==> src/rtl/core/ise_pkg.sv <==
`timescale 1ns / 1ps

package ise_pkg;

    localparam int SET_DEPTH = 16;
    localparam int IDX_W     = $clog2(SET_DEPTH);
    localparam int CNT_W     = $clog2(SET_DEPTH + 1);
    localparam int RES_DEPTH = 2 * SET_DEPTH;
    localparam int RES_IDX_W = $clog2(RES_DEPTH);
    localparam int RES_W     = $clog2(RES_DEPTH + 1);
    localparam int Q_DEPTH   = 2;
    localparam int Q_CNT_W   = $clog2(Q_DEPTH + 1);
    localparam int Q_IDX_W   = $clog2(Q_DEPTH);

    localparam int CMD_W    = 4;
    localparam int VAL_W    = 32;
    localparam int STATUS_W = 2;
    localparam int COUNT_W  = 5;

    typedef enum logic [CMD_W-1:0] {
        CMD_INS_A  = 4'd0,
        CMD_REM_A  = 4'd1,
        CMD_QRY_A  = 4'd2,
        CMD_INS_B  = 4'd3,
        CMD_CLR_B  = 4'd4,
        CMD_UNION  = 4'd5,
        CMD_DIFF   = 4'd6,
        CMD_INTER  = 4'd7,
        CMD_EQUAL  = 4'd8,
        CMD_CLR_A  = 4'd9
    } t_cmd;

    localparam logic [STATUS_W-1:0] ST_DONE = 2'd0;
    localparam logic [STATUS_W-1:0] ST_SAME = 2'd1;
    localparam logic [STATUS_W-1:0] ST_FULL = 2'd2;

    typedef struct packed {
        t_cmd                     cmd;
        logic signed [VAL_W-1:0]  value;
        logic                     wb;
    } t_job;

    typedef struct packed {
        logic signed [VAL_W-1:0]  elem;
        logic                     elem_valid;
        logic [STATUS_W-1:0]      status;
        logic                     found;
        logic [COUNT_W-1:0]       count;
        logic                     last;
    } t_res;

endpackage

==> src/rtl/core/ise_if.sv <==
`timescale 1ns / 1ps

interface ise_in_if;
    logic                                 valid;
    logic                                 ready;
    logic [ise_pkg::CMD_W-1:0]            cmd;
    logic signed [ise_pkg::VAL_W-1:0]     value;
    logic                                 write_back;

    modport source(output valid, cmd, value, write_back, input ready);
    modport sink(input valid, cmd, value, write_back, output ready);
endinterface

interface ise_out_if;
    logic                                 valid;
    logic                                 ready;
    logic signed [ise_pkg::VAL_W-1:0]     elem;
    logic                                 elem_valid;
    logic [ise_pkg::STATUS_W-1:0]         status;
    logic                                 found;
    logic [ise_pkg::COUNT_W-1:0]          count;
    logic                                 last;

    modport source(output valid, elem, elem_valid, status, found, count, last, input ready);
    modport sink(input valid, elem, elem_valid, status, found, count, last, output ready);
endinterface

==> src/rtl/core/ise_front.sv <==
`timescale 1ns / 1ps

module ise_front (
    input  logic          i_clk,
    input  logic          i_rst_n,
    ise_in_if.sink        i_in,
    output logic          o_job_valid,
    input  logic          i_job_ready,
    output ise_pkg::t_job o_job
);
    import ise_pkg::*;

    t_job                 r_q [Q_DEPTH];
    logic [Q_IDX_W-1:0]   r_wp, r_rp;
    logic [Q_CNT_W-1:0]   r_cnt;
    logic                 push, pop;
    t_job                 in_job;

    assign i_in.ready  = (r_cnt != Q_CNT_W'(Q_DEPTH));
    assign push        = i_in.valid && i_in.ready;
    assign o_job_valid = (r_cnt != '0);
    assign pop         = o_job_valid && i_job_ready;
    assign o_job       = r_q[r_rp];

    always_comb begin
        in_job.cmd   = t_cmd'(i_in.cmd);
        in_job.value = i_in.value;
        in_job.wb    = i_in.write_back;
    end

    always_ff @(posedge i_clk) begin
        if (!i_rst_n) begin
            r_wp  <= '0;
            r_rp  <= '0;
            r_cnt <= '0;
        end else begin
            if (push) begin
                r_wp <= (r_wp == Q_IDX_W'(Q_DEPTH - 1)) ? '0 : r_wp + 1'b1;
            end
            if (pop) begin
                r_rp <= (r_rp == Q_IDX_W'(Q_DEPTH - 1)) ? '0 : r_rp + 1'b1;
            end
            r_cnt <= r_cnt + Q_CNT_W'(push) - Q_CNT_W'(pop);
        end
    end

    always_ff @(posedge i_clk) begin
        if (push) begin
            r_q[r_wp] <= in_job;
        end
    end

`ifndef SYNTH
    a_q_bound: assert property (@(posedge i_clk) disable iff (!i_rst_n)
        r_cnt <= Q_CNT_W'(Q_DEPTH))
        else $error("queue holds more than its depth");
`endif

endmodule

==> src/rtl/core/ise_back.sv <==
`timescale 1ns / 1ps

module ise_back (
    input  logic          i_clk,
    input  logic          i_rst_n,
    input  logic          i_job_valid,
    output logic          o_job_ready,
    input  ise_pkg::t_job i_job,
    ise_out_if.source     o_out
);
    import ise_pkg::*;

    typedef enum logic [5:0] {
        S_IDLE   = 6'b000001,
        S_SCAN_A = 6'b000010,
        S_SCAN_B = 6'b000100,
        S_WB     = 6'b001000,
        S_EMIT   = 6'b010000,
        S_EQ     = 6'b100000
    } t_state;

    t_state                  r_state, n_state;
    logic signed [VAL_W-1:0] r_a [SET_DEPTH];
    logic signed [VAL_W-1:0] n_a [SET_DEPTH];
    logic signed [VAL_W-1:0] r_b [SET_DEPTH];
    logic signed [VAL_W-1:0] n_b [SET_DEPTH];
    logic signed [VAL_W-1:0] r_res [RES_DEPTH];
    logic signed [VAL_W-1:0] n_res [RES_DEPTH];
    logic [CNT_W-1:0]        r_acnt, n_acnt, r_bcnt, n_bcnt;
    logic [RES_W-1:0]        r_n, n_n, r_k, n_k;
    t_job                    r_job, n_job;
    logic                    r_eq, n_eq;
    logic [STATUS_W-1:0]     r_st, n_st;
    logic                    r_ovalid, n_ovalid;
    t_res                    r_out, n_out;

    logic                    out_free;
    logic signed [VAL_W-1:0] a_k, b_k, key_a, key_b;
    logic [SET_DEPTH-1:0]    hit_a, hit_b;
    logic                    in_a, in_b, seen, incl, emit_last;
    logic [RES_W-1:0]        k_ext_a, k_ext_b;

    assign out_free = !r_ovalid || o_out.ready;
    assign a_k      = r_a[r_k[IDX_W-1:0]];
    assign b_k      = r_b[r_k[IDX_W-1:0]];
    assign key_a    = (r_state == S_SCAN_B) ? b_k : i_job.value;
    assign key_b    = (r_state == S_IDLE) ? i_job.value : a_k;
    assign k_ext_a  = RES_W'(r_acnt);
    assign k_ext_b  = RES_W'(r_bcnt);

    // Both sets are compared in parallel against one key each cycle.
    always_comb begin
        for (int i = 0; i < SET_DEPTH; i++) begin
            hit_a[i] = (CNT_W'(i) < r_acnt) && (r_a[i] == key_a);
            hit_b[i] = (CNT_W'(i) < r_bcnt) && (r_b[i] == key_b);
        end
    end
    assign in_a = |hit_a;
    assign in_b = |hit_b;
    assign emit_last = (r_n == '0) || (RES_W'(r_k + 1'b1) == r_n);

    always_comb begin
        n_state  = r_state;
        n_a      = r_a;
        n_b      = r_b;
        n_res    = r_res;
        n_acnt   = r_acnt;
        n_bcnt   = r_bcnt;
        n_n      = r_n;
        n_k      = r_k;
        n_job    = r_job;
        n_eq     = r_eq;
        n_st     = r_st;
        n_ovalid = r_ovalid && !o_out.ready;
        n_out    = r_out;
        o_job_ready = 1'b0;
        seen     = 1'b0;
        incl     = 1'b0;

        case (r_state)
            S_IDLE: begin
                o_job_ready = out_free;
                if (i_job_valid && out_free) begin
                    n_job       = i_job;
                    n_k         = '0;
                    n_n         = '0;
                    n_st        = ST_DONE;
                    n_out.elem       = i_job.value;
                    n_out.elem_valid = 1'b0;
                    n_out.status     = ST_DONE;
                    n_out.found      = 1'b0;
                    n_out.last       = 1'b1;
                    n_ovalid         = 1'b1;
                    case (i_job.cmd)
                        CMD_INS_A: begin
                            if (in_a) begin
                                n_out.status = ST_SAME;
                            end else if (r_acnt == CNT_W'(SET_DEPTH)) begin
                                n_out.status = ST_FULL;
                            end else begin
                                n_a[r_acnt[IDX_W-1:0]] = i_job.value;
                                n_acnt = r_acnt + 1'b1;
                            end
                        end
                        CMD_REM_A: begin
                            if (in_a) begin
                                // Entries at and behind the hit move down one place.
                                for (int j = 0; j < SET_DEPTH - 1; j++) begin
                                    seen = seen | hit_a[j];
                                    if (seen) begin
                                        n_a[j] = r_a[j+1];
                                    end
                                end
                                n_acnt = r_acnt - 1'b1;
                            end else begin
                                n_out.status = ST_SAME;
                            end
                        end
                        CMD_QRY_A: n_out.found = in_a;
                        CMD_INS_B: begin
                            if (in_b) begin
                                n_out.status = ST_SAME;
                            end else if (r_bcnt == CNT_W'(SET_DEPTH)) begin
                                n_out.status = ST_FULL;
                            end else begin
                                n_b[r_bcnt[IDX_W-1:0]] = i_job.value;
                                n_bcnt = r_bcnt + 1'b1;
                            end
                        end
                        CMD_CLR_B: n_bcnt = '0;
                        CMD_CLR_A: n_acnt = '0;
                        CMD_UNION, CMD_DIFF, CMD_INTER: begin
                            n_ovalid = r_ovalid && !o_out.ready;
                            n_state  = S_SCAN_A;
                        end
                        CMD_EQUAL: begin
                            n_ovalid = r_ovalid && !o_out.ready;
                            n_eq     = (r_acnt == r_bcnt);
                            n_state  = S_EQ;
                        end
                        default: n_out.status = ST_SAME;
                    endcase
                    n_out.count = COUNT_W'(n_acnt);
                end
            end
            S_SCAN_A: begin
                if (r_k < k_ext_a) begin
                    incl = (r_job.cmd == CMD_UNION)
                        || ((r_job.cmd == CMD_DIFF) && !in_b)
                        || ((r_job.cmd == CMD_INTER) && in_b);
                    if (incl) begin
                        n_res[r_n[RES_IDX_W-1:0]] = a_k;
                        n_n = r_n + 1'b1;
                    end
                    n_k = r_k + 1'b1;
                end else if (r_job.cmd == CMD_UNION) begin
                    n_k     = '0;
                    n_state = S_SCAN_B;
                end else begin
                    n_state = S_WB;
                end
            end
            S_SCAN_B: begin
                if (r_k < k_ext_b) begin
                    if (!in_a) begin
                        n_res[r_n[RES_IDX_W-1:0]] = b_k;
                        n_n = r_n + 1'b1;
                    end
                    n_k = r_k + 1'b1;
                end else begin
                    n_state = S_WB;
                end
            end
            S_WB: begin
                if (r_job.wb) begin
                    for (int i = 0; i < SET_DEPTH; i++) begin
                        if (RES_W'(i) < r_n) begin
                            n_a[i] = r_res[i];
                        end
                    end
                    if (r_n > RES_W'(SET_DEPTH)) begin
                        n_acnt = CNT_W'(SET_DEPTH);
                        n_st   = ST_FULL;
                    end else begin
                        n_acnt = r_n[CNT_W-1:0];
                    end
                end
                n_k     = '0;
                n_state = S_EMIT;
            end
            S_EMIT: begin
                if (out_free) begin
                    n_ovalid         = 1'b1;
                    n_out.elem_valid = (r_n != '0);
                    n_out.elem       = (r_n != '0) ? r_res[r_k[RES_IDX_W-1:0]] : '0;
                    n_out.status     = r_st;
                    n_out.found      = 1'b0;
                    n_out.count      = COUNT_W'(r_acnt);
                    n_out.last       = emit_last;
                    n_k              = r_k + 1'b1;
                    if (emit_last) begin
                        n_state = S_IDLE;
                    end
                end
            end
            S_EQ: begin
                if (r_k < k_ext_a) begin
                    if (!in_b) begin
                        n_eq = 1'b0;
                    end
                    n_k = r_k + 1'b1;
                end else if (out_free) begin
                    n_ovalid         = 1'b1;
                    n_out.elem       = r_job.value;
                    n_out.elem_valid = 1'b0;
                    n_out.status     = ST_DONE;
                    n_out.found      = r_eq;
                    n_out.count      = COUNT_W'(r_acnt);
                    n_out.last       = 1'b1;
                    n_state          = S_IDLE;
                end
            end
            default: n_state = S_IDLE;
        endcase
    end

    always_ff @(posedge i_clk) begin
        if (!i_rst_n) begin
            r_state  <= S_IDLE;
            r_acnt   <= '0;
            r_bcnt   <= '0;
            r_ovalid <= 1'b0;
        end else begin
            r_state  <= n_state;
            r_acnt   <= n_acnt;
            r_bcnt   <= n_bcnt;
            r_ovalid <= n_ovalid;
        end
    end

    always_ff @(posedge i_clk) begin
        r_a   <= n_a;
        r_b   <= n_b;
        r_res <= n_res;
        r_n   <= n_n;
        r_k   <= n_k;
        r_job <= n_job;
        r_eq  <= n_eq;
        r_st  <= n_st;
        r_out <= n_out;
    end

    assign o_out.valid      = r_ovalid;
    assign o_out.elem       = r_out.elem;
    assign o_out.elem_valid = r_out.elem_valid;
    assign o_out.status     = r_out.status;
    assign o_out.found      = r_out.found;
    assign o_out.count      = r_out.count;
    assign o_out.last       = r_out.last;

`ifndef SYNTH
    a_acnt_bound: assert property (@(posedge i_clk) disable iff (!i_rst_n)
        (r_acnt <= CNT_W'(SET_DEPTH)) && (r_bcnt <= CNT_W'(SET_DEPTH)))
        else $error("set count above capacity");
    a_res_bound: assert property (@(posedge i_clk) disable iff (!i_rst_n)
        (r_state == S_EMIT) |-> (r_n <= RES_W'(RES_DEPTH)) && (r_k <= r_n))
        else $error("result stream index out of range");
    a_emit_done: assert property (@(posedge i_clk) disable iff (!i_rst_n)
        ((r_state == S_EMIT) && out_free && emit_last) |=> (r_state == S_IDLE) && r_out.last)
        else $error("stream end not followed by idle");
`endif

endmodule

==> src/rtl/core/integer_set_engine_core.sv <==
`timescale 1ns / 1ps

// Integer set engine: keeps two sets A and B of up to SET_DEPTH signed 32-bit values.
// The input channel carries one command per beat (cmd, value, write_back). The
// output channel carries result beats; the final beat of a command has last set.
// A two-beat command queue sits behind the input, so new beats are taken while
// the engine works or while a result waits on a stalled receiver.
// Single-value commands (insert, remove, query, clear) give their one result beat
// through the queue entry and the output register, one command per cycle sustained
// while the receiver takes each beat. Equality scans A one entry per cycle.
// Union, difference and intersection scan A (and B for union) one entry per
// cycle against a parallel compare of the other set, pass through a write-back
// state, then send one beat per cycle while the receiver takes each beat.
// The single scan counter and the one-beat output register set this pacing.
// Reset empties both sets and the queue; stored values are not cleared.
// A stalled receiver holds the output beat; the engine waits and the queue fills.
module integer_set_engine_core (
    input  logic      i_clk,
    input  logic      i_rst_n,
    ise_in_if.sink    i_in,
    ise_out_if.source o_out
);
    import ise_pkg::*;

    logic job_valid, job_ready;
    t_job job;

    ise_front u_front (
        .i_clk       (i_clk),
        .i_rst_n     (i_rst_n),
        .i_in        (i_in),
        .o_job_valid (job_valid),
        .i_job_ready (job_ready),
        .o_job       (job)
    );

    ise_back u_back (
        .i_clk       (i_clk),
        .i_rst_n     (i_rst_n),
        .i_job_valid (job_valid),
        .o_job_ready (job_ready),
        .i_job       (job),
        .o_out       (o_out)
    );

endmodule
==> src/flat_wrapper.sv <==
// flat-port wrapper written by rule: the top's interface ports become plain ports
module integer_set_engine_core_flat import ise_pkg::*;
  (i_clk, i_rst_n, i_in_valid, i_in_cmd, i_in_value, i_in_write_back, i_in_ready, o_out_valid, o_out_elem, o_out_elem_valid, o_out_status, o_out_found, o_out_count, o_out_last, o_out_ready);
  ise_in_if i_in_i ();
  ise_out_if o_out_i ();
  input  logic i_clk;
  input  logic i_rst_n;
  input wire logic [$bits(i_in_i.valid)-1:0] i_in_valid;
  input wire logic [$bits(i_in_i.cmd)-1:0] i_in_cmd;
  input wire logic [$bits(i_in_i.value)-1:0] i_in_value;
  input wire logic [$bits(i_in_i.write_back)-1:0] i_in_write_back;
  output wire logic [$bits(i_in_i.ready)-1:0] i_in_ready;
  output wire logic [$bits(o_out_i.valid)-1:0] o_out_valid;
  output wire logic [$bits(o_out_i.elem)-1:0] o_out_elem;
  output wire logic [$bits(o_out_i.elem_valid)-1:0] o_out_elem_valid;
  output wire logic [$bits(o_out_i.status)-1:0] o_out_status;
  output wire logic [$bits(o_out_i.found)-1:0] o_out_found;
  output wire logic [$bits(o_out_i.count)-1:0] o_out_count;
  output wire logic [$bits(o_out_i.last)-1:0] o_out_last;
  input wire logic [$bits(o_out_i.ready)-1:0] o_out_ready;
  assign i_in_i.valid = i_in_valid;
  assign i_in_i.cmd = i_in_cmd;
  assign i_in_i.value = i_in_value;
  assign i_in_i.write_back = i_in_write_back;
  assign i_in_ready = i_in_i.ready;
  assign o_out_valid = o_out_i.valid;
  assign o_out_elem = o_out_i.elem;
  assign o_out_elem_valid = o_out_i.elem_valid;
  assign o_out_status = o_out_i.status;
  assign o_out_found = o_out_i.found;
  assign o_out_count = o_out_i.count;
  assign o_out_last = o_out_i.last;
  assign o_out_i.ready = o_out_ready;
  integer_set_engine_core u_core (.i_clk(i_clk), .i_rst_n(i_rst_n), .i_in(i_in_i), .o_out(o_out_i));
endmodule
==> config.mk <==
export PLATFORM = sky130hd
export DESIGN_NAME = integer_set_engine_core_flat
export DESIGN_NICKNAME = d
export VERILOG_FILES = /design/src/rtl/core/ise_pkg.sv /design/src/rtl/core/ise_if.sv /design/src/rtl/core/ise_front.sv /design/src/rtl/core/ise_back.sv /design/src/rtl/core/integer_set_engine_core.sv /design/src/flat_wrapper.sv
export SDC_FILE = /design/constraint.sdc
export NUM_CORES = 2
export LEC_CHECK = 0
export BUFFER_PORTS_ARGS = -buffer_cell sky130_fd_sc_hd__buf_2
export CORE_MARGIN = 2
export CORE_UTILIZATION = 65
export CTS_BUF_LIST = sky130_fd_sc_hd__clkbuf_16
export CTS_CLUSTER_DIAMETER = 40
export DETAILED_ROUTE_END_ITERATION = 6
export PLACE_DENSITY_LB_ADDON = 0.2
export SLEW_MARGIN = 30
export SYNTH_ARGS = -nofsm -noshare
export SYNTH_HDL_FRONTEND = slang
export SYNTH_HIERARCHICAL = 1
export SYNTH_SLANG_ARGS = --single-unit
==> constraint.sdc <==
create_clock -name i_clk -period 30.8 [get_ports i_clk]
set_clock_uncertainty 0.05 [all_clocks]
set_input_delay 3.08 -clock i_clk [delete_from_list [all_inputs] [get_ports i_clk]]
set_output_delay 3.08 -clock i_clk [all_outputs]
set_load 0.02 [all_outputs]
==> results of run 1 <==
-- cell usage after synthesis, types with 28 or more instances --
cell       number  area [µm²]
nor2_1       2123        7970
nand2_1       349        1310
nor2b_1        33         206
xnor2_1       471        4130
xor2_1        468        4100
nand3_1       120         601
nand2b_1       28         175
mux4_2        244        5500
a221o_1        31         310
o2111ai_1      35         307
mux2_2        154        1730
and3_1         35         219
or4_1          34         255
nor4_1        165        1030
edfxtp_1     2215       66500
o21ai_0       221        1110
inv_1          82         308
buf_4          39         293
a21oi_1       179         896
nor3_1         87         435
o31ai_1        39         293
nand4_1       143         895
a2111oi_0      34         298
buf_6          57         642
buf_2          76         380
a31oi_1        56         350
a22o_1         37         324
a211oi_1       29         218
and2_1         31         194
a221oi_1      600        5260
mux2i_1       509        5090
a22oi_1       189        1420
buf_1          70         263
nor2_2         29         181
o22ai_1        60         375
clkbuf_1      662        2480
-- layer usage --
layer  global-route usage (%)  GRT overflow
met5                     52.6            11
met4                     84.9           446
met3                     78.4            68
met2                     95.5           490
met1                     87.2            72
-- cells by family after synthesis --
family | after synthesis | synth area share [%]
compound gates | 1800 | 11.6
xor+xnor | 940 | 6.81
fa+ha+maj | 23 | 0.238
buf+inv | 1001 | 3.76
flops | 2237 | 55.3
mux | 909 | 10.2
simple gates | 3308 | 12.0
-- stage by stage --
step / std cells / worst slack [ns] / hold WS [ns] / instance area (µm²)
CTS: 12900 / 20.67 / 0.499 / 136000
detailed placement: 12400 / 20.91 / 0.478 / 126000
global placement: 12400 / 20.96 / 0.465 / 125000
floorplan: 10200 / 21.04 / 0.459 / 121000
==> qor.txt, run 1 <==
Total CTS buffers - 305
Mapped cell area - 0.121 mm²
Status - did not finish
HPWL Detailed - 496 mm
First-pass GRT wire length - 1140 mm
Synth Area per Inst - 11.8 µm²
CTS Hold Bufs - 0
Distinct cell type count after synthesis - 118
Cells after Synth - 10.2k
Die X - 436 µm
Largest net degree at the start of global routing - 223
Setup bufs post-CTS - 0
Cell Rows - 158
Syn nets - 10.3k
Number of top-level pins - 85
Clk root buf - clkbuf_16
H-tree Lvls - 5
CTS max path bufs - 4
CTS sink count - 2237
Post-synthesis sequential area ratio - 55.3%
Post-cts sizing count - 0
Tool Error - [ERROR GRT-0116] Global routing finished with congestion. Check the congestion regions in the DRC Viewer.
Starting Density - 65.3%
GRT overflow - 1087
Global Route Usage Sum - 86.4%
Synthesized flop and latch total - 2237
Stopped at - global routing
Ys async rst share - 0%
Post-synth EDFFs - 2215
GP Congestion - 1.31
Synth Flop Type - edfxtp_1
# port buffers - 84
Die Y - 436 µm
Yosys warns - 6
Vias in the first global route - 126k
==> run 2, diff against run 1 <==
CORE_UTILIZATION = 40   (was 65)
CTS_BUF_LIST = default   (was sky130_fd_sc_hd__clkbuf_16)
CTS_CLUSTER_DIAMETER = default   (was 40)
PLACE_DENSITY_LB_ADDON = 0.15   (was 0.2)
==> run 2 against run 1 <==
  * The flow now finishes, with violations (DRC)
  * Synthesized area is the same
  * Synthesized cell count is the same
==> qor.txt, run 2 <==
Final Util - 45.7%
GRT overflow - 0
CTS sink count - 2237
Most common cell after layout, fill and taps aside - edfxtp_1
Placement Setup Slack - 20.37 ns
CTS tree - done
Yosys warns - 6
Layout area overhead - 13.4%
Clock transition at path regs - 0.06 ns
Worst hold path stage count - 2
Routed wire per std cell - 57.0 µm
Share of layout cells above drive strength 1 - 17.2%
Global Route Usage Sum - 52.4%
Iteration-0 DRC Markers - 21.6k
Setup bufs post-CTS - 0
Largest net degree at the start of global routing - 118
Crit path time final - 10.93 ns
Synth Flop Type - edfxtp_1
TritonRoute pass-1 iters - 7
Critical-path maximum fanout - 39
Worst-margin pin slew - 1.27 ns
Syn nets - 10.3k
DRC viols - 26
Synth area leaders - edfxtp_1 (55%), nor2_1 (6.6%), mux4_2 (4.5%)
Die ar. - 0.307 mm²
Stages on worst setup path - 23
# port buffers - 84
Total CTS buffers - 243
Post-synth top area cell - edfxtp_1
Routed WL - 827 mm
Required time of the critical path - 31.43 ns
Clk root buf - clkbuf_16
Vias in the first global route - 97.2k
Mapped cell area - 0.121 mm²
Nets@finish - 10.3k
Status - finished with violations
Crit path buffers/inverters - 10
First-pass GRT wire length - 1040 mm
Synth top area share - 55.0%
Registers with the most flip-flops - u_core/u_back/r_res x1024, u_core/u_back/r_a x512, u_core/u_back/r_b x512
LEAKAGE - 47.8 nW
Final worst-path cycle share - 35.5%
Worst skew pair latency - 1.01 ns
Number of top-level pins - 85
RSZ-0062 raised after global routing - no
Final Hold Viols - 0
Peak VDD IR - 0.114 mV
Top-count cell post-synth - edfxtp_1
Worst Reg-to-Reg Cells - 23
Critical path, cell by cell - buf_4 > buf_4 > buf_4 > mux4_2 > mux2i_1 > buf_4 > mux2i_2 > buf_4 > mux2i_2 > buf_4 > xor2_1 > nand4_1 > nor4_1 > a32oi_1 > buf_4 > nand4_1 > or3_1 > nor3_1 > a31oi_4 > buf_4 > buf_4 > nor2_4 > buf_4
Most instantiated cells after synthesis - edfxtp_1 (2215), nor2_1 (2123), clkbuf_1 (662)
Average vias per placed instance - 7.40
Top delay family on crit path - buffers and inverters
Max Slew Vio Count - 0
Die Y - 554 µm
Most frequent cells in the layout - edfxtp_1 (2215), nor2_1 (2093), a221oi_1 (591), buf_4 (558), mux2i_1 (503)
# setup viols final - 0
Post-synthesis sequential area ratio - 55.3%
Max FFs per register - 1024
Final WS setup - 19.87 ns
Top reg by flops - u_core/u_back/r_res
Distinct cell type count after synthesis - 118
Cell Rows - 201
Slowest CP cell - nor4_1
Via count - 107k
Cells after Synth - 10.2k
Ys async rst share - 0%
PwrDens - 111 mW/mm²
CORE AREA - 0.301 mm²
HPWL Detailed - 602 mm
GP Congestion - 1.16
Post-cts sizing count - 0
Setup CP Type - reg -> reg
Synthesized flop and latch total - 2237
Critical Path End Type - register
CP dominant cell by count - buf_4
# Max-Cap Violations - 0
Setup TNS - 0 ns
CTS Hold Bufs - 0
Starting Density - 40.3%
Fmax - 0.0915 GHz
CP arrival - 11.57 ns
Initial antenna violation count - 128
Fin cells - 14.5k
Worst min-delay path class - reg -> reg
Critical Path Source Type - register
Synth Area per Inst - 11.8 µm²
CTS max path bufs - 4
H-tree Lvls - 4
Worst stage delay on the critical path - 0.84 ns
DP Cell Count - 13.9k
Relative slew slack - 14.5%
Post-synth EDFFs - 2215
Violated checks - DRC
Die X - 554 µm
ANT nets after route - 0
==> run 2: cells by family after synthesis <==
logic type	synth area share [%]
AO/OA/AOI/OAI	11.6
XOR/XNOR	6.81
adder cells (fa/ha/maj)	0.238
buffers and inverters	3.76
flip-flops	55.3
multiplexers	10.2
AND/OR/NAND/NOR	12.0
==> run 2: final cells by class <==
| type | count | area [µm²] |
|---|---|---|
| Inverter | 86 | 335 |
| Clock buffer | 279 | 6260 |
| Tap cell | 3958 | 4950 |
| Antenna cell | 101 | 253 |
| Timing Repair Buffer | 695 | 5670 |
| Clock inverter | 174 | 1790 |
| Multi-Input combinational cell | 6980 | 51100 |
| Sequential cell | 2237 | 67000 |
| Fill cell | 27300 | 163000 |
==> run 2: through the flow <==
stage,hold slack (ns),cell area [µm²],power (mW)
4_1_cts,0.469,137000,14.7
3_3_place_gp,0.477,128000,11.6
3_5_place_dp,0.474,129000,11.7
6_report,0.478,137000,15.2
5_1_grt,0.495,137000,15.1
2_1_floorplan,0.459,121000,7.50
==> run 2: worst paths after layout <==
kind                            start                        to  slack [ns]
max              u_core/u_back/r_k[0]  u_core/u_back/r_res[635]       19.87
min          u_core/u_back/r_res[537]     u_core/u_back/r_a[25]        0.48
max reg2reg      u_core/u_back/r_k[0]  u_core/u_back/r_res[635]       19.87
min reg2reg  u_core/u_back/r_res[537]     u_core/u_back/r_a[25]        0.48
==> run 2: worst reg2reg max path: stages, from the launching register on <==
cell,delay [ns]
edfxtp_1,0.35
buf_4,0.55
buf_4,0.79
buf_4,0.80
mux4_2,0.63
mux2i_1,0.69
buf_4,0.30
mux2i_2,0.08
buf_4,0.30
mux2i_2,0.18
buf_4,0.40
xor2_1,0.61
nand4_1,0.20
nor4_1,0.84
a32oi_1,0.11
buf_4,0.21
nand4_1,0.42
or3_1,0.78
nor3_1,0.23
a31oi_4,0.21
buf_4,0.55
buf_4,0.75
nor2_4,0.29
buf_4,0.34
==> run 2: metal layers <==
| metal | vias to the layer above | track usage (%) | share of wire (%) |
|---|---|---|---|
| met5 | - | 0.860 | 0.025 |
| met4 | 28 | 50.7 | 12 |
| met3 | 2958 | 21.1 | 14 |
| met2 | 10900 | 72.2 | 40 |
| met1 | 54600 | 61.3 | 34 |
| li1 | 39000 | - | - |
==> run 2: power breakdown <==
part	internal (mW)	switching, mW	leakage, nW
Clock	1.71	1.33	3.90
Combinational	1.93	6.46	22.6
Sequential	3.63	0.184	21.3
Total	7.26	7.98	47.8
Power figures use the tool's default switching activity.
